**config.mk**
```make
export PLATFORM = sky130hd
export DESIGN_NAME = rvse_ram
export DESIGN_NICKNAME = d
export VERILOG_FILES = /design/src/design/assert_macros.svh /design/src/design/rvse_ram.sv
export SDC_FILE = /design/constraint.sdc
export NUM_CORES = 1
export LEC_CHECK = 0
export BUFFER_PORTS_ARGS = -buffer_cell sky130_fd_sc_hd__buf_4
export CAP_MARGIN = 30
export CELL_PAD_IN_SITES_DETAIL_PLACEMENT = 0
export CELL_PAD_IN_SITES_GLOBAL_PLACEMENT = 1
export CORE_AREA = 2 2 127 129
export DETAILED_ROUTE_END_ITERATION = 10
export DIE_AREA = 0 0 129 131
export PLACE_DENSITY = 0.57
export SETUP_SLACK_MARGIN = 0.05
export SYNTH_ARGS = -nofsm -noshare
export SYNTH_HDL_FRONTEND = slang
export SYNTH_SLANG_ARGS = --single-unit
export TNS_END_PERCENT = 10
```
**constraint.sdc**
```tcl
create_clock -name clk -period 4.75 [get_ports clk]
set_input_delay 0.95 -clock clk [delete_from_list [all_inputs] [get_ports clk]]
set_output_delay 0.95 -clock clk [all_outputs]
set_load 0.05 [all_outputs]
```
**src/design/assert_macros.svh**
```systemverilog
// assertion helpers shared by the rtl
`ifndef ASSERT_MACROS_SVH
`define ASSERT_MACROS_SVH

`ifndef NO_ASSERTIONS

// property must hold at every clock edge outside reset
`define ASSERT_PROP(lbl, clk, rst, prop, msg) \
  lbl: assert property (@(posedge clk) disable iff (rst) prop) else $error(msg);

// condition must never be seen outside reset
`define ASSERT_NEVER(lbl, clk, rst, cond, msg) \
  lbl: assert property (@(posedge clk) disable iff (rst) !(cond)) else $error(msg);

`else

`define ASSERT_PROP(lbl, clk, rst, prop, msg)
`define ASSERT_NEVER(lbl, clk, rst, cond, msg)

`endif

`endif

```
**src/design/rvse_ram.sv**
```systemverilog
`timescale 1ns / 1ps

module rvse_ram #(
  parameter int WIDTH = 8,
  parameter int DEPTH = 16
) (
  input  logic                     clk,
  input  logic                     we,
  input  logic [$clog2(DEPTH)-1:0] waddr,
  input  logic [WIDTH-1:0]         wdata,
  input  logic                     re,
  input  logic [$clog2(DEPTH)-1:0] raddr,
  output logic [WIDTH-1:0]         rdata
);

  logic [WIDTH-1:0] mem [DEPTH];

  // one write port, one registered read port
  always_ff @(posedge clk) begin
    if (we) begin
      mem[waddr] <= wdata;
    end
    if (re) begin
      rdata <= mem[raddr];
    end
  end

endmodule

```
==> metrics.md, run 1 <==
| Metric | Value |
|---|---|
| Diodes inserted | `0` |
| Final hold vios | `0` |
| TritonRoute pass-1 iters | `4` |
| Vias per Instance | `4.788` |
| Synth Area in Compound Gates | `2.298%` |
| Fin Clk Skew | `0.006410 ns` |
| DP HPWL | `6.431 mm` |
| Fmax | `0.4216 GHz` |
| CTS Sinks | `136` |
| I/O pins | `27` |
| Setup tns final | `0 ns` |
| Area Overhead vs Synth | `16.97%` |
| Outcome | `completed` |
| Syn_nets | `248` |
| Row count | `46` |
| Tmin final | `2.372 ns` |
| Hold Crit Start | `mem[14][2]$_DFFE_PP_` |
| Initial antenna violation count | `0` |
| Final Max Tran Viols | `0` |
| Initial Utilization | `33.52%` |
| Max clock buf depth | `2` |
| Crit path launch type | `input port` |
| Routed Wire Length | `10.53 mm` |
| Layout cell share with drive strength beyond 1 | `24.37%` |
| Post-synthesis mux area share | `14.79%` |
| All-Layer GR Usage | `13.57%` |
| DIE AREA | `16900 um^2` |
| Die Y | `131 um` |
| Crit Reg-Reg Startpoint | `mem[7][6]$_DFFE_PP_` |
| Largest net degree at the start of global routing | `33` |
| Worst skew pair latency | `0.41 ns` |
| Post-Synth Simple-Gate Area | `3.135%` |
| Leakage | `1.982 nW` |
| CTS buffer count | `17` |
| Cts repair resizes | `0` |
| First-pass GRT wire length | `15.45 mm` |
| Register area share after synthesis | `78.12%` |
| Peak supply drop | `0.2765 mV` |
| Critical Path Sink Type | `register` |
| Synth Area in XOR/XNOR | `0%` |
| WP data arrival | `2.51 ns` |
| GRT Residual Overflow | `0` |
| Crit Path Class | `input port to register` |
| Clock Root Buffer | `clkbuf_16` |
| Final core utilization | `39.20%` |
| Mapped Avg Cell Area | `22.83 um^2` |
| Crit Path Max Fanout | `32` |
| Required @ worst endpoint | `4.89 ns` |
| Tcrit/Tclk final | `49.93%` |
| Slew headroom | `34.73%` |
| Vias | `2370` |
| Vias in the first global route | `2423` |
| R2R depth | `3` |
| Largest family of logic cells by synthesized area | `multiplexers` |
| Cell Pwr Density | `423.3 nW/um^2` |
| Post-CTS Setup Repair Bufs | `0` |
| Post-Synth Adder-Cell Area | `0%` |
| RSZ-0062 raised after global routing | `no` |
| Core box area | `15600 um^2` |
| Synth Warn # | `0` |
| Die width | `129 um` |
| Syn Inst Count | `229` |
| Synth Register Bits | `136` |
| Synth unique cells | `18` |
| Avg WL per Cell | `21.27 um` |
| Crit. Startpoint | `raddr[0]` |
| H-tree levels | `4` |
| Drt drc | `0` |
| Finish-stage setup viols | `0` |
| Hold depth | `3` |
| Port Buffers | `26` |
| Clk slew on worst S/H paths | `0.05 ns` |
| ANT nets after route | `0` |
| Post-Syn Area | `5228 um^2` |
| Hold Path Class | `register to register` |
| Net count, final | `286` |
| Fillers | `1388` |
| Max-cap violations | `0` |
| Post-CTS Hold Fix Bufs | `0` |
| DRT iter0 DRCs | `281` |
| RD Place Congestion | `0.6687` |
| TritonCTS clock tree | `built` |
| Measured slew at the worst slew-check pin | `0.9755 ns` |
sequential cells by signal (all words and copies together), names as in the netlist:
name   flops
mem      128
rdata      8
cell type report:
class / instances / area (um^2) / share of cell area (%)
timing repair buffer: 29 / 217.7 / 3.560
clock buffer: 23 / 447.9 / 7.326
clock inverter: 8 / 32.53 / 0.5320
multi-input combinational: 83 / 1062 / 17.37
sequential: 136 / 4084 / 66.79
tap: 216 / 270.3 / 4.420
worst paths after layout:
check,slack (ns),endpoint
worst max-delay path,2.38,rdata[6]$_DFFE_PP_
worst min-delay path,0.74,rdata[2]$_DFFE_PP_
worst max register to register,3.20,rdata[6]$_DFFE_PP_
worst min register to register,0.74,rdata[2]$_DFFE_PP_
metrics by stage:
step	hold slack [ns]	area [um^2]	std cells	power (W)	worst slack, ns
after CTS	0.7529	6115	495	0.002610	2.327
after global routing	0.7736	6115	495	0.002675	2.216
final	0.7399	6115	495	0.002588	2.378
after detailed placement	0.7417	5634	464	0.001534	1.889
after floorplan	0.7048	5228	229	0.001471	2.307
after global placement	0.7328	5627	463	0.001532	1.787
power by group:
part | switching [W] | internal [W] | leakage [nW]
combinational | 0.0000917 | 0.0000547 | 0.512
clock | 0.000433 | 0.000649 | 0.234
sequential | 0.00000657 | 0.00135 | 1.24
total | 0.000531 | 0.00206 | 1.98
layout by cell type (no fill, tap or decap), drive strengths merged:
cell type / netlist / final
nor3: 4 / 4
nand3: 1 / 1
nand2b: 2 / 2
nand3b: 2 / 2
nand2: 9 / 9
mux4: 32 / 32
or3b: 1 / 1
and2: 1 / 1
a22oi: 16 / 16
clkbuf: 0 / 23
nor2: 13 / 13
and2b: 1 / 1
edfxtp: 136 / 136
clkinv: 0 / 8
buf: 7 / 29
nor2b: 1 / 1
cell families (layout without fill, tap and decap cells):
family                 Yosys count  count (layout)
AND/OR/NAND/NOR                 35              35
flip-flops                     136             136
AO/OA/AOI/OAI                   16              16
multiplexers                    32              32
buffers and inverters           10              60
layer usage:
metal | part of all wire (%) | vias to the layer above | track usage, %
met1 | 48 | 1242 | 18.71
met3 | 3.7 | 15 | 3.502
met5 | 0 | - | 0
li1 | - | 1053 | -
met4 | 2.0 | 0 | 6.714
met2 | 46 | 60 | 20.14
critical path, stage by stage:
cell     delay, ns
buf_4         0.48
mux4_2        0.58
a22oi_1       0.31
nand2_1       0.15
Yosys cell counts (all sizes together):
cell	count	area, um^2
edfxtp	136	4084
mux4	32	773.2
a22oi	16	120.1
nor2	13	48.80
nand2	9	33.78
buf	7	56.30
nor3	4	20.02
clkdlybuf4s25	3	30.03
nand2b	2	12.51
nand3b	2	15.01
and2	1	6.260
and2b	1	7.510
nand3	1	5.000
nor2b	1	6.260
or3b	1	8.760
No activity file was read; power rests on OpenSTA's default activity.
==> run 2, diff against run 1 <==
Settings changed: ABC_AREA set to 1, CORE_AREA 2 2 127 129 to 2 2 135 137, DIE_AREA 0 0 129 131 to 0 0 137 139, PLACE_DENSITY 0.57 to 0.61.
Clock period 4.75 ns to 2.4 ns, I/O delays scaled along.
==> metrics.md, run 2 <==
| Metric | Value |
|---|---|
| GRT Residual Overflow | `0 (unchanged)` |
| Synth cell count leaders | `nand2_1 (173), edfxtp_1 (136), inv_1 (100), nand3_1 (97), nor2_1 (17) (was edfxtp_1 (136), mux4_2 (18), a22oi_1 (16), mux4_1 (14), nor2_1 (13))` |
| Worst skew pair latency | `0.42 ns (was 0.41 ns)` |
| RSZ-0062 raised after global routing | `no (unchanged)` |
| Register area share after synthesis | `69.85% (was 78.12%)` |
| Final hold vios | `0 (unchanged)` |
| Area Overhead vs Synth | `19.05% (was 16.97%)` |
| Hold_ws | `0.3708 ns (was 0.7399 ns)` |
| Post-CTS Hold Fix Bufs | `0 (unchanged)` |
| Die width | `137 um (was 129 um)` |
| Syn_nets | `570 (was 248)` |
| Post-synth EDFFs | `136 (unchanged)` |
| Synth Register Bits | `136 (unchanged)` |
| Clk pwr share | `47.6% (was 41.8%)` |
| Area occupied by registers | `4084 um^2 (unchanged)` |
| Vias per Instance | `4.428 (was 4.788)` |
| DRT met1 WL | `6.607 mm (was 5.069 mm)` |
| Routed Wire Length | `13.90 mm (was 10.53 mm)` |
| Max-cap violations | `0 (unchanged)` |
| Placed inst area | `6315 um^2 (was 5634 um^2)` |
| Clk slew on worst S/H paths | `0.06 ns (was 0.05 ns)` |
| Leakage | `2.961 nW (was 1.982 nW)` |
| Die Y | `139 um (was 131 um)` |
| Syn Inst Count | `551 (was 229)` |
| Diodes inserted | `0 (unchanged)` |
| Sw frac | `21.07% (was 20.53%)` |
| CTS buffer count | `17 (unchanged)` |
| R2r setup slk | `1.22 ns (was 3.20 ns)` |
| Max reg flops | `128 (unchanged)` |
| Max clock buf depth | `2 (unchanged)` |
| TritonRoute pass-1 iters | `5 (was 4)` |
| Sw Pwr | `0.001231 W (was 0.0005314 W)` |
| DR WL met3 | `625 um (was 385 um)` |
| Fillers | `1735 (was 1388)` |
| Top routing layer in use | `met4 (unchanged)` |
| Slew headroom | `42.54% (was 34.73%)` |
| Layout cell share with drive strength beyond 1 | `12.60% (was 24.37%)` |
| H-tree levels | `4 (unchanged)` |
| Top-count cell post-synth | `nand2_1 (was edfxtp_1)` |
| Vias | `3684 (was 2370)` |
| Crit path launch type | `input port (unchanged)` |
| Drt drc | `0 (unchanged)` |
| Critical Path Sink Type | `register (unchanged)` |
| Final core utilization | `39.42% (was 39.20%)` |
| DRT iter0 DRCs | `347 (was 281)` |
| Post-Syn Area | `5847 um^2 (was 5228 um^2)` |
| Port Buffers | `26 (unchanged)` |
| Mapped Avg Cell Area | `10.61 um^2 (was 22.83 um^2)` |
| Net count, final | `609 (was 286)` |
| Comb power frac | `6.4% (was 5.7%)` |
| Synth Warn # | `0 (unchanged)` |
| Fmax | `0.6279 GHz` |
| Tmin final | `1.593 ns` |
| CTS Sinks | `136 (unchanged)` |
| Synth unique cells | `11 (was 18)` |
| Area occupied by multi-input gates | `1214 um^2 (was 1062 um^2)` |
| I/O pins | `27 (unchanged)` |
| Hold Path Class | `input port to register (was register to register)` |
| Initial Utilization | `33.11% (was 33.52%)` |
| Finish-stage setup viols | `0 (unchanged)` |
| Crit Path Class | `input port to register (unchanged)` |
| Largest reg by FF count | `mem (unchanged)` |
| Avg WL per Cell | `16.71 um (was 21.27 um)` |
| Cell Pwr Density | `839.8 nW/um^2 (was 423.3 nW/um^2)` |
| Vias in the first global route | `3744 (was 2423)` |
| Finished layout cell area | `6960 um^2 (was 6115 um^2)` |
| Design Power | `0.005845 W (was 0.002588 W)` |
| Fin Clk Skew | `0.01005 ns (was 0.006410 ns)` |
| Crit Path Max Fanout | `33 (was 32)` |
| TritonCTS clock tree | `built (unchanged)` |
| DIE AREA | `19040 um^2 (was 16900 um^2)` |
| Yosys top cell by area | `edfxtp_1 (unchanged)` |
| Post-synth top flop | `edfxtp_1 (unchanged)` |
| Initial antenna violation count | `0 (unchanged)` |
| Row count | `49 (was 46)` |
| Most frequent cells in the layout | `nand2_1 (173), edfxtp_1 (136), inv_1 (100) (was edfxtp_1 (136), buf_4 (29), mux4_2 (18))` |
| Most common cell after layout, fill and taps aside | `nand2_1 (was edfxtp_1)` |
| Outcome | `completed (unchanged)` |
| Peak supply drop | `0.4568 mV (was 0.2765 mV)` |
| Area contributors post-synth | `edfxtp_1 (70%), nand2_1 (11%), nand3_1 (8.3%) (was edfxtp_1 (78%), mux4_2 (7.8%), mux4_1 (7.0%))` |
| First-pass GRT wire length | `21.95 mm (was 15.45 mm)` |
| Final Max Tran Viols | `0 (unchanged)` |
| Core box area | `17660 um^2 (was 15600 um^2)` |
| Clock Root Buffer | `clkbuf_16 (unchanged)` |
| DP HPWL | `8.601 mm (was 6.431 mm)` |
| Seq pwr share | `46.0% (was 52.6%)` |
| Tcrit/Tclk final | `66.36%` |
| Largest net degree at the start of global routing | `65 (was 33)` |
| Setup tns final | `0 ns (unchanged)` |
| All-Layer GR Usage | `15.90% (was 13.57%)` |
| Cts repair resizes | `0 (unchanged)` |
| Measured slew at the worst slew-check pin | `0.8587 ns (was 0.9755 ns)` |
| P_int | `0.004614 W (was 0.002057 W)` |
| ANT nets after route | `0 (unchanged)` |
| Top Registers | `mem: 128 flops, rdata: 8 flops (unchanged)` |
| WP data arrival | `1.76 ns (was 2.51 ns)` |
| Synth async-reset ratio | `0% (unchanged)` |
| Met2 wire len | `6.449 mm (was 4.867 mm)` |
| RD Place Congestion | `0.7760 (was 0.6687)` |
| Required @ worst endpoint | `2.56 ns (was 4.89 ns)` |
| Share of the synthesized area in the top cell type | `69.85% (was 78.12%)` |
| Post-CTS Setup Repair Bufs | `0 (unchanged)` |
==> run 2: changes by cell type in the layout (fill, tap and decap cells not counted), moves of 12 or more <==
cell and delta:
nand2_1 +164, inv_1 +100, nand3_1 +96, mux4_2 -18
a22oi_1 -16, mux4_1 -14, buf_4 +12
==> run 2: area by class of cell <==
cell class / instances / area share (%)
clock buffers: 18 / 6.166
clock inverters: 14 / 2.948
inverters: 102 / 5.501
multi-input cells: 289 / 17.44
flip-flops and latches: 136 / 58.67
well taps: 229 / 4.116
repair buffers: 44 / 5.159
==> run 2: per-layer routing <==
metal	GRT usage (%)	up-vias
li1	-	1855
met1	22.88	1734
met2	23.10	82
met3	3.545	13
met4	6.674	0
met5	0	-
==> run 2: cells by family (layout without fill, tap and decap cells) <==
family	after synthesis	after routing	synth area share, %
buf+inv	126	178	9.394
flops	136	136	69.85
simple gates	289	289	20.76
==> run 2: power by group through the flow <==
stage          registers, W  clock network, W  logic [W]
6_report            0.00269           0.00278   0.000373
5_1_grt             0.00269           0.00294   0.000417
4_1_cts             0.00269           0.00283   0.000380
3_5_place_dp        0.00274                 0   0.000378
3_3_place_gp        0.00274                 0   0.000376
2_1_floorplan       0.00278                 0   0.000188
==> run 2: final timing paths <==
path / startpoint / to / cells after the start
setup / recovery: raddr[1] / rdata[1]$_DFFE_PP_ / 6
hold / removal: re / rdata[5]$_DFFE_PP_ / 1
setup reg to reg: mem[3][0]$_DFFE_PP_ / rdata[0]$_DFFE_PP_ / 6
hold reg to reg: mem[2][4]$_DFFE_PP_ / rdata[4]$_DFFE_PP_ / 6
==> run 2: worst max-delay path, stage by stage <==
cell	delay [ns]
buf_4	0.35
inv_2	0.37
nand3_1	0.20
nand3_1	0.10
nand3_1	0.16
nand2_1	0.09
==> run 2: through the flow <==
step / worst slack [ns] / instances
6_report: 0.8074 / 832
5_1_grt: 0.6478 / 832
4_1_cts: 0.7773 / 831
3_5_place_dp: 0.3315 / 799
3_3_place_gp: 0.3723 / 799
2_1_floorplan: 0.9692 / 551
==> run 3, diff against run 2 <==
Clock period 2.4 ns to 1.7 ns, I/O delays scaled along.
==> metrics.md, run 3 (synthesis results as in run 2) <==
| Metric | Value |
|---|---|
| RSZ-0062 raised after global routing | `no (unchanged)` |
| Slew headroom | `75.26% (was 42.54%)` |
| Clk slew on worst S/H paths | `0.05 ns (was 0.06 ns)` |
| Core box area | `17660 um^2 (unchanged)` |
| Crit Path Class | `register to primary output (was input port to register)` |
| Net count, final | `615 (was 609)` |
| Clock Root Buffer | `clkbuf_16 (unchanged)` |
| H-tree levels | `4 (unchanged)` |
| Fillers | `1763 (was 1735)` |
| Die width | `137 um (unchanged)` |
| Leakage | `2.936 nW (was 2.961 nW)` |
| Area Overhead vs Synth | `17.68% (was 19.05%)` |
| CP delay by family, top | `flip-flops (was buffers and inverters)` |
| Cts repair resizes | `0 (unchanged)` |
| Cell Pwr Density | `1069 nW/um^2 (was 839.8 nW/um^2)` |
| Vias in the first global route | `3724 (was 3744)` |
| RD Place Congestion | `0.7550 (was 0.7760)` |
| Crit path largest cell delay | `0.43 ns (was 0.37 ns)` |
| Final Max Tran Viols | `0 (unchanged)` |
| Tcrit/Tclk final | `82.79%` |
| Finish-stage setup viols | `0 (unchanged)` |
| Fin Clk Skew | `0.007369 ns (was 0.01005 ns)` |
| Most frequent cells in the layout | `nand2_1 (173), edfxtp_1 (136), inv_1 (100) (unchanged)` |
| Most common cell after layout, fill and taps aside | `nand2_1 (unchanged)` |
| ANT nets after route | `0 (unchanged)` |
| Die Y | `139 um (unchanged)` |
| Tmin final | `1.407 ns` |
| CP max-delay cell | `edfxtp_1 (was inv_2)` |
| Worst slack at placement | `0.1662 ns (was 0.3315 ns)` |
| CTS Sinks | `136 (unchanged)` |
| Largest net degree at the start of global routing | `64 (was 65)` |
| Final worst slack | `0.2925 ns (was 0.8074 ns)` |
| DP HPWL | `8.507 mm (was 8.601 mm)` |
| CP Depth | `1 (was 6)` |
| TritonRoute pass-1 iters | `4 (was 5)` |
| Crit Path Max Fanout | `1 (was 33)` |
| CP Cell Sequence | `buf_4 (was buf_4 -> inv_2 -> nand3_1 -> nand3_1 -> nand3_1 -> nand2_1)` |
| Outcome | `completed (unchanged)` |
| All-Layer GR Usage | `15.29% (was 15.90%)` |
| First-pass GRT wire length | `21.03 mm (was 21.95 mm)` |
| Avg WL per Cell | `16.19 um (was 16.71 um)` |
| WP data arrival | `1.07 ns (was 1.76 ns)` |
| R2r setup slk | `0.59 ns (was 1.22 ns)` |
| Finished layout cell area | `6880 um^2 (was 6960 um^2)` |
| Initial Utilization | `33.11% (unchanged)` |
| Vias per Instance | `4.477 (was 4.428)` |
| Routed Wire Length | `13.52 mm (was 13.90 mm)` |
| Fmax | `0.7105 GHz` |
| GRT Residual Overflow | `0 (unchanged)` |
| Post-CTS Hold Fix Bufs | `0 (unchanged)` |
| Hold Path Class | `input port to register (unchanged)` |
| Area occupied by registers | `4084 um^2 (unchanged)` |
| Max clock buf depth | `2 (unchanged)` |
| DRT iter0 DRCs | `221 (was 347)` |
| Area occupied by multi-input gates | `1214 um^2 (unchanged)` |
| Post-CTS Setup Repair Bufs | `0 (unchanged)` |
| Largest reg by FF count | `mem (unchanged)` |
| Final hold vios | `0 (unchanged)` |
| Buf+Inv Stages, Crit Path | `1 (was 2)` |
| Placed inst area | `6405 um^2 (was 6315 um^2)` |
| Hold depth | `1 (unchanged)` |
| Setup tns final | `0 ns (unchanged)` |
| Max reg flops | `128 (unchanged)` |
| Required @ worst endpoint | `1.36 ns (was 2.56 ns)` |
| CTS buffer count | `17 (unchanged)` |
| DIE AREA | `19040 um^2 (unchanged)` |
| Top Registers | `mem: 128 flops, rdata: 8 flops (unchanged)` |
| Initial antenna violation count | `0 (unchanged)` |
| Layout cell share with drive strength beyond 1 | `12.05% (was 12.60%)` |
| Critical Path Sink Type | `primary output (was register)` |
| Peak supply drop | `0.6451 mV (was 0.4568 mV)` |
| Diodes inserted | `0 (unchanged)` |
| Measured slew at the worst slew-check pin | `0.3706 ns (was 0.8587 ns)` |
| Crit path launch type | `register (was input port)` |
| Worst skew pair latency | `0.41 ns (was 0.42 ns)` |
| Drt drc | `0 (unchanged)` |
| R2R depth | `6 (unchanged)` |
| Row count | `49 (unchanged)` |
| TritonCTS clock tree | `built (unchanged)` |
| Vias | `3738 (was 3684)` |
| Max-cap violations | `0 (unchanged)` |
| Port Buffers | `26 (unchanged)` |
| I/O pins | `27 (unchanged)` |
## run 3: final timing paths
kind                        startpoint                  end
setup / recovery    rdata[1]$_DFFE_PP_             rdata[1]
hold / removal                wdata[3]  mem[8][3]$_DFFE_PP_
setup reg to reg   mem[9][5]$_DFFE_PP_   rdata[5]$_DFFE_PP_
hold reg to reg   mem[12][1]$_DFFE_PP_   rdata[1]$_DFFE_PP_
## run 3: per-stage QoR
step	utilization (%)	hold slack, ns	cells	total power (W)
after floorplan	-	0.4389	551	0.004187
after global placement	36.27	0.6589	806	0.004417
after detailed placement	36.27	0.6743	806	0.004421
after CTS	38.97	0.2341	835	0.007441
after global routing	38.97	0.2532	835	0.007628
final	38.97	0.2433	835	0.007355
## run 3: area by class of cell
class / count / share of cell area (%)
Clock buffer: 21 / 6.401
Clock inverter: 8 / 0.5092
Inverter: 102 / 5.565
Multi-Input combinational cell: 289 / 17.64
Sequential cell: 136 / 59.36
Tap cell: 229 / 4.164
Timing Repair Buffer: 50 / 6.365
## run 3: worst reg2reg max path, cell delays in order (launching register included)
cell      delay [ns]
edfxtp_1        0.35
inv_1           0.06
nand2_1         0.05
nand3_1         0.08
nand3_1         0.09
nand3_1         0.13
nand2_1         0.10
## run 3: layer usage
metal	part of all wire, %	wire length [um]	vias to the layer above	GRT usage, %
li1	-	-	1867	-
met1	45	6043	1766	20.12
met2	48	6524	91	24.38
met3	5.4	734	14	3.582
met4	1.6	216	0	5.969
met5	0	0	-	0
## run 3: where the power goes
part	internal (W)	total, W	switching [W]
logic	0.000170	0.000540	0.000370
registers	0.00378	0.00380	0.0000220
clock network	0.00180	0.00301	0.00121
