**src/design/assert_macros.svh**
```systemverilog
// assertion helpers shared by the rtl
`ifndef ASSERT_MACROS_SVH
`define ASSERT_MACROS_SVH

`ifndef NO_ASSERTIONS

// property must hold at every clock edge outside reset
`define ASSERT_PROP(lbl, clk, rst, prop, msg) \
  lbl: assert property (@(posedge clk) disable iff (rst) prop) else $error(msg);

// condition must never be seen outside reset
`define ASSERT_NEVER(lbl, clk, rst, cond, msg) \
  lbl: assert property (@(posedge clk) disable iff (rst) !(cond)) else $error(msg);

`else

`define ASSERT_PROP(lbl, clk, rst, prop, msg)
`define ASSERT_NEVER(lbl, clk, rst, cond, msg)

`endif

`endif

```
**src/design/rvse_pkg.sv**
```systemverilog
`timescale 1ns / 1ps

package rvse_pkg;

  // history ring
  localparam int HISTORY_DEPTH = 256;
  localparam int ADDR_W        = $clog2(HISTORY_DEPTH);

  // field and accumulator widths
  localparam int PRICE_W = 24;
  localparam int VOL_W   = 24;
  localparam int PROD_W  = PRICE_W + VOL_W;
  localparam int ENTRY_W = PRICE_W + VOL_W;
  localparam int WSUM_W  = 56;
  localparam int VSUM_W  = 32;
  localparam int BARS_W  = 9;
  localparam int WIN_W   = 9;
  localparam int VWAP_W  = 32;
  localparam int SLOPE_W = 33;
  localparam int AVG_W   = 34;
  localparam int DIFF_W  = 35;
  localparam int CFG_W   = 8;

  // shared divider
  localparam int REM_W      = 33;
  localparam int NUM_W      = 35;
  localparam int DIVR_W     = 32;
  localparam int STEP_W     = 6;
  localparam int VWAP_STEPS = 32;
  localparam int EMA_STEPS  = 35;
  localparam int Q_FRAC     = 8;

  localparam logic [BARS_W-1:0] BARS_MAX     = '1;
  localparam logic [CFG_W-1:0]  PERIOD_RESET = 8'd50;
  localparam logic [CFG_W-1:0]  SMOOTH_RESET = 8'd5;

  // apb port
  localparam int APB_AW = 3;
  localparam int APB_DW = 32;

  // register select taken from the word address
  typedef enum logic [0:0] {
    REG_PERIOD = 1'b0,
    REG_SMOOTH = 1'b1
  } reg_sel_t;

  // sequencer states
  typedef enum logic [3:0] {
    S_IDLE,
    S_READ,
    S_SUB,
    S_ADD,
    S_VSTART,
    S_VWAIT,
    S_SLOPE,
    S_EWAIT,
    S_OUT
  } state_t;

  // divider control and status
  typedef struct packed {
    logic              start;
    logic [STEP_W-1:0] steps;
  } div_ctl_t;

  typedef struct packed {
    logic busy;
    logic done;
  } div_sts_t;

endpackage

```
**src/design/rvse_div.sv**
```systemverilog
`timescale 1ns / 1ps

module rvse_div import rvse_pkg::*; (
  input  logic              clk,
  input  logic              rst,
  input  div_ctl_t          ctl,
  input  logic [REM_W-1:0]  rem_init,
  input  logic [NUM_W-1:0]  num_init,
  input  logic [DIVR_W-1:0] divisor,
  output div_sts_t          sts,
  output logic [NUM_W-1:0]  quot
);

  logic [REM_W-1:0]  rem;
  logic [NUM_W-1:0]  num;
  logic [DIVR_W-1:0] dvr;
  logic [STEP_W-1:0] cnt;
  logic              busy;
  logic              done;

  logic [REM_W:0]    trial;
  logic [REM_W:0]    trial_sub;
  logic              fits;

  // one restoring step: shift in the next dividend bit, subtract if it fits
  always_comb begin
    trial     = {rem, num[NUM_W-1]};
    fits      = trial >= (REM_W+1)'(dvr);
    trial_sub = trial - (REM_W+1)'(dvr);
  end

  // control
  always_ff @(posedge clk) begin
    if (rst) begin
      busy <= 1'b0;
      done <= 1'b0;
      cnt  <= '0;
    end else begin
      done <= 1'b0;
      if (ctl.start) begin
        busy <= 1'b1;
        cnt  <= ctl.steps;
      end else if (busy) begin
        cnt <= cnt - 1'b1;
        if (cnt == STEP_W'(1)) begin
          busy <= 1'b0;
          done <= 1'b1;
        end
      end
    end
  end

  // remainder and dividend/quotient shift register
  always_ff @(posedge clk) begin
    if (ctl.start) begin
      rem <= rem_init;
      num <= num_init;
      dvr <= divisor;
    end else if (busy) begin
      rem <= fits ? trial_sub[REM_W-1:0] : trial[REM_W-1:0];
      num <= {num[NUM_W-2:0], fits};
    end
  end

  assign sts.busy = busy;
  assign sts.done = done;
  assign quot     = num;

endmodule
```
**config.mk**
```make
export PLATFORM = sky130hd
export DESIGN_NAME = rvse_div
export DESIGN_NICKNAME = d
export VERILOG_FILES = /design/src/design/assert_macros.svh /design/src/design/rvse_pkg.sv /design/src/design/rvse_div.sv
export SDC_FILE = /design/constraint.sdc
export NUM_CORES = 1
export LEC_CHECK = 0
export ABC_AREA = 0
export BUFFER_PORTS_ARGS = -buffer_cell sky130_fd_sc_hd__buf_4
export CAP_MARGIN = 25
export CORE_UTILIZATION = 55
export CTS_BUF_LIST = sky130_fd_sc_hd__clkbuf_16
export CTS_CLUSTER_DIAMETER = 80
export DETAILED_ROUTE_END_ITERATION = 10
export MAX_ROUTING_LAYER = met4
export PLACE_DENSITY_LB_ADDON = 0.2
export SYNTH_ARGS = -nofsm -noshare
export SYNTH_HDL_FRONTEND = slang
export SYNTH_SLANG_ARGS = --single-unit
```
**constraint.sdc**
```tcl
create_clock -name clk -period 4.45 [get_ports clk]
set_input_delay 0.89 -clock clk [delete_from_list [all_inputs] [get_ports clk]]
set_output_delay 0.89 -clock clk [all_outputs]
set_load 0.005 [all_outputs]
```
==> results.yml, run 1 <==
run_status:
  result_of_the_run: "completed"
global_route:
  antenna_found_initial: 0
  groute.layer.met2.usage: 0.4273
  gr-max-usage-layer: "met2"
  track_usage: 0.2577
  grt_use_met3: 0.07162
  gr-usage-met1: 0.3067
  maximum_number_of_pins_on_one_net_before_global_route_repair: 58
  globalRouteOverflowTotal: 0
  via_count_of_the_first_global_routing_pass: 5191
  grt_first_pass_wirelength_mm: 24.45
placed_design:
  dpl-instance-area_sq_mm: 0.007705
  place.gp.congestion: 0.9064
  buffer_ports.inserted: 145
  place.detailed.hpwl_mm: 10.94
detailed_routing:
  route.vias.total: 5245
  drt_pre_antenna_iters: 5
  detail_route.wl_per_cell_microns: 16.88
  route.detailed.drc: 0
  drt_wl_total_mm: 15.11
  final_antenna_net_count: 0
  drt-initial-drc-count: 366
  avgViaCountPerCell: 5.860
die:
  boundaryPins: 146
  fp.dieArea_sq_mm: 0.01229
  height_of_the_die_microns: 110.8
  std_cell_rows: 39
  floorplan.initialDensity: 0.5682
  die_width_microns: 110.8
  floorplan.core_area_sq_mm: 0.01147
worst_hold_path:
  min_from: "cnt[5]"
  min_delay_path_depth: 3
  min-delay-path-class: "register to register"
  holdPathEnd: "done"
power:
  cellLeakagePower_uw: 0.003438
  fin_total_pwr_uw: 3497
  max-vdd-ir-drop_v: 0.0003660
  cellPowerDensity_mw_per_mm2: 436.9
worst_setup_path:
  crit-reg2reg-launch: "quot[34]"
  timing.reg2reg.setup_slack_ns: 0.81
  cp_max_fo: 18
  rr_worst_depth: 13
  critical_path_class: "register to register"
  reg2reg_to: "rem[9]"
  critical_path.startpoint_type: "register"
  cp_num_buf_inv: 3
  crit_path_cell_trace: "inv_1 > ha_1 > inv_1 > fa_1 > a21o_1 > a221o_1 > o21ba_2 > o21ai_2 > a211oi_4 > nor2_4 > buf_4 > a2111oi_0 > nor4_1"
  crit_path_end_kind: "register"
  critPathRequiredTime_ns: 4.63
  critPathTopFamily: "compound AO/OA/AOI/OAI gates"
  cpPeakStageDelay_ns: 0.44
  cp.arrival_ns: 3.81
  critical-path-slowest-cell: "sky130_fd_sc_hd__edfxtp_1"
  most_common_cell_type_on_the_critical_path: "sky130_fd_sc_hd__inv_1"
yosys:
  mappedNetlistNets: 758
  count_of_synthesis_stage_warnings_from_yosys: 0
  ys.flop_type: "sky130_fd_sc_hd__edfxtp_1"
  synth_async_sr_flop_share: 0
  synth_area_per_cell_sq_um: 10.61
  ys_seq_elements: 108
  syn_inst: 614
  synth_edf_count: 100
  synth.lib_cells_used.distinct: 64
  synth-seq-area-share: 0.4854
  area_of_the_mapped_netlist_sq_mm: 0.006516
sta:
  fin_crit_sh: 0.8174
  slew-limit-headroom: 0.3947
  fmax_mhz: 274.9
  report.final.slew_viol_count: 0
  finalHoldViolations: 0
  worst_case_clock_skew_ns: 0.01104
  period_minus_slack_ns: 3.637
  report.final.setup_viol: 0
  fin_setup_tns_ns: 0
  rsz0062_at_grt: "false"
  timing_worst_slew_pin_value_ns: 0.8850
cells_and_area:
  final_nets: 891
  area_growth_syn_to_layout_pct: 22.85
  final_layout_size_suffix_gt1_frac: 0.2832
  layout.cell_area.non_filler_sq_mm: 0.008005
  commonest_non_fill_non_tap_cell_in_the_layout: "sky130_fd_sc_hd__buf_4"
  layout.cells.most_common_list: "149 x sky130_fd_sc_hd__buf_4, 100 x sky130_fd_sc_hd__edfxtp_1, 51 x sky130_fd_sc_hd__nand2_1, 47 x sky130_fd_sc_hd__inv_1, 44 x sky130_fd_sc_hd__nor2_1"
  n_fill_cell: 866
  antenna-diode-count: 0
clocking:
  numCtsBuffers: 9
  clock_transition_at_the_register_clock_pins_on_the_worst_setup_and_hold_paths_after_cts_ns: 0.08
  cts_tree: "yes"
  post-cts-setup-buffer-count: 0
  numClockSinks: 108
  h-tree-depth: 3
  postCtsResizedCells: 0
  clk-insertion-delay-late_ns: 0.36
  clockRootBuffer: "sky130_fd_sc_hd__clkbuf_16"
  cts_hold_repair.buffers: 0
  cts_max_path_buffers: 2
flow_run:
  max_cap_violations: 0
-- report_power, final --
| part | internal [uW] | switching [uW] | total (uW) |
|---|---|---|---|
| Combinational | 614 | 738 | 1350 |
| Clock | 383 | 388 | 770 |
| Sequential | 1300 | 78.6 | 1370 |
-- metrics by stage --
stage	std cells	setup slack [ns]	utilization	hold WS, ns
floorplan	614	1.296	-	0.5357
detailed placement	878	0.6852	0.6719	0.5646
finish	895	0.8127	0.6981	0.5765
CTS	894	0.6605	0.6957	0.5777
global route	895	0.6084	0.6981	0.6051
global placement	878	0.8282	0.6719	0.5609
-- cell usage after synthesis (2+ instances only) --
cell type,instances,area share
sky130_fd_sc_hd__edfxtp_1,100,0.46
sky130_fd_sc_hd__nand2_1,51,0.029
sky130_fd_sc_hd__inv_1,47,0.027
sky130_fd_sc_hd__nor2_1,44,0.025
sky130_fd_sc_hd__mux2_2,36,0.062
sky130_fd_sc_hd__a21oi_1,35,0.027
sky130_fd_sc_hd__ha_1,34,0.065
sky130_fd_sc_hd__a21o_1,20,0.023
sky130_fd_sc_hd__a31oi_1,20,0.019
sky130_fd_sc_hd__o21ai_0,18,0.014
sky130_fd_sc_hd__xnor2_1,18,0.024
sky130_fd_sc_hd__clkbuf_1,16,0.0092
sky130_fd_sc_hd__nand3_1,16,0.012
sky130_fd_sc_hd__nor3_1,12,0.0092
sky130_fd_sc_hd__and3_1,9,0.0086
sky130_fd_sc_hd__dfxtp_1,8,0.025
sky130_fd_sc_hd__a2bb2oi_1,7,0.0094
sky130_fd_sc_hd__nand4_1,7,0.0067
sky130_fd_sc_hd__a221o_1,6,0.0092
sky130_fd_sc_hd__and2_1,6,0.0058
sky130_fd_sc_hd__nor4_1,6,0.0058
sky130_fd_sc_hd__or3_1,6,0.0058
sky130_fd_sc_hd__buf_1,5,0.0029
sky130_fd_sc_hd__o211ai_1,5,0.0058
sky130_fd_sc_hd__xor2_1,5,0.0067
sky130_fd_sc_hd__a2111oi_0,4,0.0054
sky130_fd_sc_hd__a211oi_1,4,0.0046
sky130_fd_sc_hd__buf_2,4,0.0031
sky130_fd_sc_hd__buf_4,4,0.0046
sky130_fd_sc_hd__nand2b_1,4,0.0038
sky130_fd_sc_hd__nor2b_1,4,0.0038
sky130_fd_sc_hd__o21bai_1,4,0.0046
sky130_fd_sc_hd__a21boi_0,3,0.0035
sky130_fd_sc_hd__and4_1,3,0.0040
sky130_fd_sc_hd__mux2i_1,3,0.0046
sky130_fd_sc_hd__nor4b_1,3,0.0040
sky130_fd_sc_hd__o21a_1,3,0.0035
sky130_fd_sc_hd__o31ai_1,3,0.0035
sky130_fd_sc_hd__or4_1,3,0.0035
sky130_fd_sc_hd__a221oi_1,2,0.0027
sky130_fd_sc_hd__a41oi_1,2,0.0027
sky130_fd_sc_hd__nor3b_1,2,0.0023
-- worst min-delay path, cell delays in order, from the launching register on --
cell and delay, ns:
sky130_fd_sc_hd__dfxtp_1 0.34, sky130_fd_sc_hd__nor2_1 0.05, sky130_fd_sc_hd__nand3_1 0.08, sky130_fd_sc_hd__nor3b_1 0.05
-- kinds of logic (layout without fill, tap and decap cells) --
kind of cell,Yosys count,in the layout,synth area share
AO/OA/AOI/OAI,147,147,0.1555
flip-flops,108,108,0.4854
AND/OR/NAND/NOR,186,186,0.1461
buffers and inverters,76,214,0.04685
multiplexers,39,39,0.06682
XOR/XNOR,23,23,0.03091
adder cells (fa/ha/maj),35,35,0.06836
-- layout make-up --
type                       count  area [sq um]  area share
inverter                      47         176.4     0.02204
clock buffer                   9         225.2     0.02813
clock inverter                 7         47.55    0.005939
sequential                   108          3163      0.3951
tap                          143         178.9     0.02235
multi-input combinational    430          3048      0.3807
timing repair buffer         151          1166      0.1457
-- worst max path at each step --
stage | from | endpoint | slack [ns] | cells past startpoint
2_1_floorplan | quot[34] | rem[31] | 1.30 | 13
3_3_place_gp | quot[34] | rem[31] | 0.83 | 12
3_5_place_dp | quot[34] | rem[31] | 0.69 | 12
4_1_cts | quot[34] | rem[31] | 0.66 | 12
5_1_grt | quot[34] | rem[9] | 0.61 | 13
6_report | quot[34] | rem[9] | 0.81 | 13
-- state kept, by name, summed over array words and instances, names as in the netlist --
name,count
done,1
busy,1
rem,33
cnt,6
dvr,32
quot,35
-- per-layer routing --
layer	wire, microns	up-vias
met3	970	24
met5	0	-
met1	6488	2500
met2	7399	169
li1	-	2552
met4	251	0
Note: power is estimated with default switching activity, not from simulation.
==> inputs of run 2 (changes only) <==
--- a/config.mk
+++ b/config.mk
@@ -8,7 +8,7 @@
 export ABC_AREA = 0
 export BUFFER_PORTS_ARGS = -buffer_cell sky130_fd_sc_hd__buf_4
 export CAP_MARGIN = 25
-export CORE_UTILIZATION = 55
+export CORE_UTILIZATION = 50
 export CTS_BUF_LIST = sky130_fd_sc_hd__clkbuf_16
 export CTS_CLUSTER_DIAMETER = 80
 export DETAILED_ROUTE_END_ITERATION = 10
==> constraint.sdc (replaced) <==
create_clock -name clk -period 3.1 [get_ports clk]
set_input_delay 0.62 -clock clk [delete_from_list [all_inputs] [get_ports clk]]
set_output_delay 0.62 -clock clk [all_outputs]
set_load 0.005 [all_outputs]
==> results.yml, run 2 (synthesis gave the netlist of run 1 again) <==
run_status:
  result_of_the_run: "complete, but fails checks"
  failed_checks: "negative setup slack"
clocking:
  cts_max_path_buffers: 2
  cts_tree: "yes"
  cts_hold_repair.buffers: 0
  clk-insertion-delay-late_ns: 0.37
  numClockSinks: 108
  clock_transition_at_the_register_clock_pins_on_the_worst_setup_and_hold_paths_after_cts_ns: 0.08
  clockRootBuffer: "sky130_fd_sc_hd__clkbuf_16"
  h-tree-depth: 3
  numCtsBuffers: 9
detailed_routing:
  drt-initial-drc-count: 350
  drt_pre_antenna_iters: 5
  drt_wl_total_mm: 17.25
  route.detailed.drc: 0
  avgViaCountPerCell: 5.701
  route.vias.total: 5564
  detail_route.wl_per_cell_microns: 17.67
  final_antenna_net_count: 0
cells_and_area:
  layout.cell_area.non_filler_sq_mm: 0.008783
  largest_register_ff_count: 35
  final_nets: 943
  area_growth_syn_to_layout_pct: 34.79
  commonest_non_fill_non_tap_cell_in_the_layout: "sky130_fd_sc_hd__buf_4"
  finalNonFillerCells: 976
  layout.cells.most_common_list: "187 x sky130_fd_sc_hd__buf_4, 100 x sky130_fd_sc_hd__edfxtp_1, 49 x sky130_fd_sc_hd__nand2_1, 46 x sky130_fd_sc_hd__inv_1, 42 x sky130_fd_sc_hd__nor2_1"
  antenna-diode-count: 0
  final_layout_size_suffix_gt1_frac: 0.3769
sta:
  fmax_mhz: 309.1
  hold_slack_ns: 0.4207
  slew-limit-headroom: 0.5324
  period_minus_slack_ns: 3.235
  finalHoldViolations: 0
  report.final.setup_viol: 28
  rsz0062_at_grt: "true"
  worst_case_clock_skew_ns: 0.01239
  report.final.slew_viol_count: 0
  timing_worst_slew_pin_value_ns: 0.7007
  fin_crit_sh: 1.044
  timing.final.ws_setup_ns: -0.1352
die:
  die_width_microns: 116.2
  boundaryPins: 146
  floorplan.initialDensity: 0.5143
  std_cell_rows: 41
  height_of_the_die_microns: 116.2
  fp.dieArea_sq_mm: 0.01349
  floorplan.core_area_sq_mm: 0.01267
power:
  p_sw_uw: 1947
  power.share.combinational: 0.429
  max-vdd-ir-drop_v: 0.0004503
  power_frac_seq: 0.360
  power.internal_uw: 3565
  cellPowerDensity_mw_per_mm2: 627.6
  p_clk_frac: 0.211
  cellLeakagePower_uw: 0.003761
  switching_share: 0.3533
worst_setup_path:
  cp_max_fo: 4
  critPathRequiredTime_ns: 3.21
  cp.arrival_ns: 3.35
  crit_path_end_kind: "register"
  critical-path-slowest-cell: "sky130_fd_sc_hd__edfxtp_1"
  critical_path_class: "register to register"
  most_common_cell_type_on_the_critical_path: "sky130_fd_sc_hd__a221o_1"
  critical_path.startpoint_type: "register"
  crit_path_cell_trace: "inv_1 > ha_2 > inv_2 > fa_2 > a21o_1 > a221o_1 > o21ba_4 > o21ai_4 > buf_6 > a21oi_2 > a41oi_1 > xnor2_1 > a221o_1"
  cpPeakStageDelay_ns: 0.39
placed_design:
  buffer_ports.inserted: 145
  post-place-cells: 941
  placement_setup_slack_ns: -0.09356
  place.gp.congestion: 0.8973
  dpl-instance-area_sq_mm: 0.008019
  place.detailed.hpwl_mm: 11.90
global_route:
  gr-usage-met1: 0.3174
  globalRouteOverflowTotal: 0
  grt_first_pass_wirelength_mm: 26.45
  groute.layer.met2.usage: 0.4409
  maximum_number_of_pins_on_one_net_before_global_route_repair: 37
  via_count_of_the_first_global_routing_pass: 5543
  grt_use_met3: 0.04567
  track_usage: 0.2633
  gr-max-usage-layer: "met2"
  antenna_found_initial: 0
worst_hold_path:
  min-delay-path-class: "input port to register"
flow_run:
  max_cap_violations: 0
-- run 2: final timing paths --
kind / slack [ns] / from / end / cells past startpoint
worst max-delay path: -0.14 / quot[34] / rem[20] / 13
worst min-delay path: 0.42 / divisor[14] / dvr[14] / 1
worst max register to register: -0.14 / quot[34] / rem[20] / 13
worst min register to register: 0.59 / quot[24] / quot[25] / 1
-- run 2: per-layer routing --
| layer | up-vias | part of all wire |
|---|---|---|
| met5 | - | 0 |
| met4 | 0 | 0.029 |
| met3 | 38 | 0.049 |
| met2 | 179 | 0.50 |
| met1 | 2687 | 0.42 |
| li1 | 2660 | - |
-- run 2: layout make-up --
type | count | area, sq um
Fill cell | 982 | 3887
Multi-Input combinational cell | 430 | 3277
Sequential cell | 108 | 3163
Timing Repair Buffer | 203 | 1659
Clock buffer | 9 | 225.2
Tap cell | 172 | 215.2
Inverter | 47 | 176.4
Clock inverter | 7 | 67.56
-- run 2: metrics by stage --
step	power (uW)	setup TNS [ns]	utilization
6_report	5513	-1.729	0.6932
5_1_grt	5818	-5.655	0.6932
4_1_cts	5243	-0.1072	0.6591
3_5_place_dp	4061	-0.2812	0.6329
3_3_place_gp	4007	0	0.6329
2_1_floorplan	3356	0	-
-- run 2: critical path, delay by kind of cell (launching register included) --
family                   cells  cell delay [ns]
AO/OA/AOI/OAI                7             1.71
XOR/XNOR                     1             0.09
buffers and inverters        3             0.24
flip-flops                   1             0.39
adder cells (fa/ha/maj)      2             0.53
-- run 2: timing repair --
| item | in CTS | in global routing |
|---|---|---|
| endpoints found under the setup margin | 7 | 22 |
| buffers inserted | 1 | 16 |
| gates cloned | 0 | 3 |
| pin swaps | 5 | 32 |
| resized for setup | 5 | 56 |
-- run 2: power groups by stage --
stage	sequential, uW	clock, uW	combinational, uW
after floorplan	1970	0	1380
final	1980	1160	2370
after detailed placement	2000	0	2060
after CTS	1970	1180	2090
after global placement	1990	0	2010
after global routing	2010	1230	2580
==> inputs of run 3 (changes only) <==
--- a/config.mk
+++ b/config.mk
@@ -9,11 +9,11 @@
 export BUFFER_PORTS_ARGS = -buffer_cell sky130_fd_sc_hd__buf_4
 export CAP_MARGIN = 25
 export CORE_UTILIZATION = 50
-export CTS_BUF_LIST = sky130_fd_sc_hd__clkbuf_16
 export CTS_CLUSTER_DIAMETER = 80
 export DETAILED_ROUTE_END_ITERATION = 10
 export MAX_ROUTING_LAYER = met4
 export PLACE_DENSITY_LB_ADDON = 0.2
+export SETUP_SLACK_MARGIN = 0.15
 export SYNTH_ARGS = -nofsm -noshare
 export SYNTH_HDL_FRONTEND = slang
 export SYNTH_SLANG_ARGS = --single-unit
==> results.yml, run 3 (synthesis gave the netlist of run 1 again) <==
run_status:
  result_of_the_run: "complete, but fails checks"
  failed_checks: "negative setup slack"
cells_and_area:
  final_layout_size_suffix_gt1_frac: 0.3867
  ff_latch_area_sq_mm: 0.003163
  n_fill_cell: 984
  commonest_non_fill_non_tap_cell_in_the_layout: "sky130_fd_sc_hd__buf_4"
  layout.cell_area.non_filler_sq_mm: 0.008823
  final_nets: 951
  area_growth_syn_to_layout_pct: 35.41
  area_of_the_multi_input_gates_sq_mm: 0.003274
  antenna-diode-count: 0
  layout.cells.most_common_list: "191 x sky130_fd_sc_hd__buf_4, 100 x sky130_fd_sc_hd__edfxtp_1, 46 x sky130_fd_sc_hd__inv_1, 43 x sky130_fd_sc_hd__nor2_1, 41 x sky130_fd_sc_hd__nand2_1"
  largest_register_ff_count: 35
worst_setup_path:
  crit_path_end_kind: "register"
  rr_worst_depth: 13
  setup.worst_path.start: "quot[34]"
  cp.arrival_ns: 3.31
  critical-path-slowest-cell: "sky130_fd_sc_hd__edfxtp_1"
  timing.reg2reg.setup_slack_ns: -0.03
  critPathRequiredTime_ns: 3.28
  cp_num_buf_inv: 3
  crit-reg2reg-launch: "quot[34]"
  most_common_cell_type_on_the_critical_path: "sky130_fd_sc_hd__nor4_1"
  crit_path_cell_trace: "inv_1 > ha_2 > inv_2 > fa_2 > a21o_1 > a221o_1 > o21ba_4 > o21ai_4 > a211oi_4 > nor2_4 > buf_6 > nor4_1 > nor4_1"
  stages_on_the_worst_setup_path: 13
  cp_max_fo: 8
  critical_path.startpoint_type: "register"
  reg2reg_to: "rem[25]"
  critPathTopFamily: "compound AO/OA/AOI/OAI gates"
  critical_path_class: "register to register"
  cpPeakStageDelay_ns: 0.39
worst_hold_path:
  min_from: "divisor[31]"
  min-delay-path-class: "input port to register"
  min_delay_path_depth: 1
  holdPathEnd: "dvr[31]"
power:
  cellLeakagePower_uw: 0.003797
  fin_total_pwr_uw: 5527
  max-vdd-ir-drop_v: 0.0004255
  cellPowerDensity_mw_per_mm2: 626.4
placed_design:
  place.detailed.hpwl_mm: 11.99
  dpl-instance-area_sq_mm: 0.008026
  place.gp.congestion: 0.8908
  buffer_ports.inserted: 145
detailed_routing:
  drt_pre_antenna_iters: 5
  drt-initial-drc-count: 374
  final_antenna_net_count: 0
  detail_route.wl_per_cell_microns: 17.53
  avgViaCountPerCell: 5.662
  drt_wl_total_mm: 17.25
  route.detailed.drc: 0
  route.vias.total: 5571
global_route:
  grt_first_pass_wirelength_mm: 26.22
  globalRouteOverflowTotal: 0
  via_count_of_the_first_global_routing_pass: 5470
  antenna_found_initial: 0
  track_usage: 0.2616
  maximum_number_of_pins_on_one_net_before_global_route_repair: 41
sta:
  slew-limit-headroom: 0.5177
  timing_worst_slew_pin_value_ns: 0.7053
  period_minus_slack_ns: 3.135
  report.final.slew_viol_count: 0
  rsz0062_at_grt: "true"
  worst_case_clock_skew_ns: 0.007795
  fin_crit_sh: 1.011
  fmax_mhz: 319.0
  finalHoldViolations: 0
  report.final.setup_viol: 4
  timing.final.ws_setup_ns: -0.03493
die:
  std_cell_rows: 41
  fp.dieArea_sq_mm: 0.01349
  boundaryPins: 146
  floorplan.core_area_sq_mm: 0.01267
  die_width_microns: 116.2
  floorplan.initialDensity: 0.5143
  height_of_the_die_microns: 116.2
clocking:
  clk-insertion-delay-late_ns: 0.36
  numCtsBuffers: 9
  numClockSinks: 108
  cts_hold_repair.buffers: 0
  h-tree-depth: 3
  clock_transition_at_the_register_clock_pins_on_the_worst_setup_and_hold_paths_after_cts_ns: 0.08
  clockRootBuffer: "sky130_fd_sc_hd__clkbuf_16"
  cts_max_path_buffers: 2
  cts_tree: "yes"
flow_run:
  max_cap_violations: 0
## run 3: final cells by class
cell class | count | share of cell area
clock buffers | 9 | 0.02552
clock inverters | 7 | 0.008225
well taps | 172 | 0.02439
flip-flops and latches | 108 | 0.3585
multi-input cells | 430 | 0.3711
inverters | 47 | 0.01999
repair buffers | 211 | 0.1923
## run 3: metrics by stage
| stage | utilization | setup WS [ns] | hold slack (ns) | setup TNS (ns) | cells |
|---|---|---|---|---|---|
| after floorplan | - | 0.06327 | 0.5357 | 0 | 614 |
| after global placement | 0.6335 | 0.05752 | 0.5608 | 0 | 942 |
| after detailed placement | 0.6335 | -0.06548 | 0.5680 | -0.07763 | 942 |
| after CTS | 0.6692 | 0.02293 | 0.4161 | 0 | 968 |
| after global routing | 0.6964 | -0.2128 | 0.4107 | -1.898 | 984 |
| final | 0.6964 | -0.03493 | 0.4268 | -0.1028 | 984 |
## run 3: how the worst max path moves through the flow
| stage | endpoint | slack (ns) |
|---|---|---|
| after floorplan | rem[31] | 0.06 |
| after global placement | rem[32] | 0.06 |
| after detailed placement | rem[9] | -0.07 |
| after CTS | rem[9] | 0.02 |
| after global routing | rem[9] | -0.21 |
| final | rem[25] | -0.03 |
## run 3: metal layers
metal  up-vias  global-route usage  wire length (microns)
met1      2696              0.3169                   7329
met4         0             0.06667                    369
met2       165              0.4456                   8730
li1       2677                   -                      -
met5         -                   -                      0
met3        33             0.05397                    824
## run 3: what timing repair did
action | CTS | global route
cloned | 2 | 3
setup buffers | 8 | 13
gates resized for setup | 23 | 48
endpoints found under the setup margin | 30 | 34
endpoints found under the hold margin | 0 | 0
pin swaps | 10 | 24
## run 3: report_power, final
group | switching (uW) | internal [uW]
clock network | 581 | 567
registers | 120 | 1860
logic | 1240 | 1160
total | 1940 | 3590
## run 3: worst reg2reg max path: stages, from the launching register on
cell                       delay (ns)
sky130_fd_sc_hd__edfxtp_1        0.39
sky130_fd_sc_hd__inv_1           0.09
sky130_fd_sc_hd__ha_2            0.19
sky130_fd_sc_hd__inv_2           0.04
sky130_fd_sc_hd__fa_2            0.33
sky130_fd_sc_hd__a21o_1          0.18
sky130_fd_sc_hd__a221o_1         0.32
sky130_fd_sc_hd__o21ba_4         0.22
sky130_fd_sc_hd__o21ai_4         0.19
sky130_fd_sc_hd__a211oi_4        0.11
sky130_fd_sc_hd__nor2_4          0.36
sky130_fd_sc_hd__buf_6           0.19
sky130_fd_sc_hd__nor4_1          0.05
sky130_fd_sc_hd__nor4_1          0.29
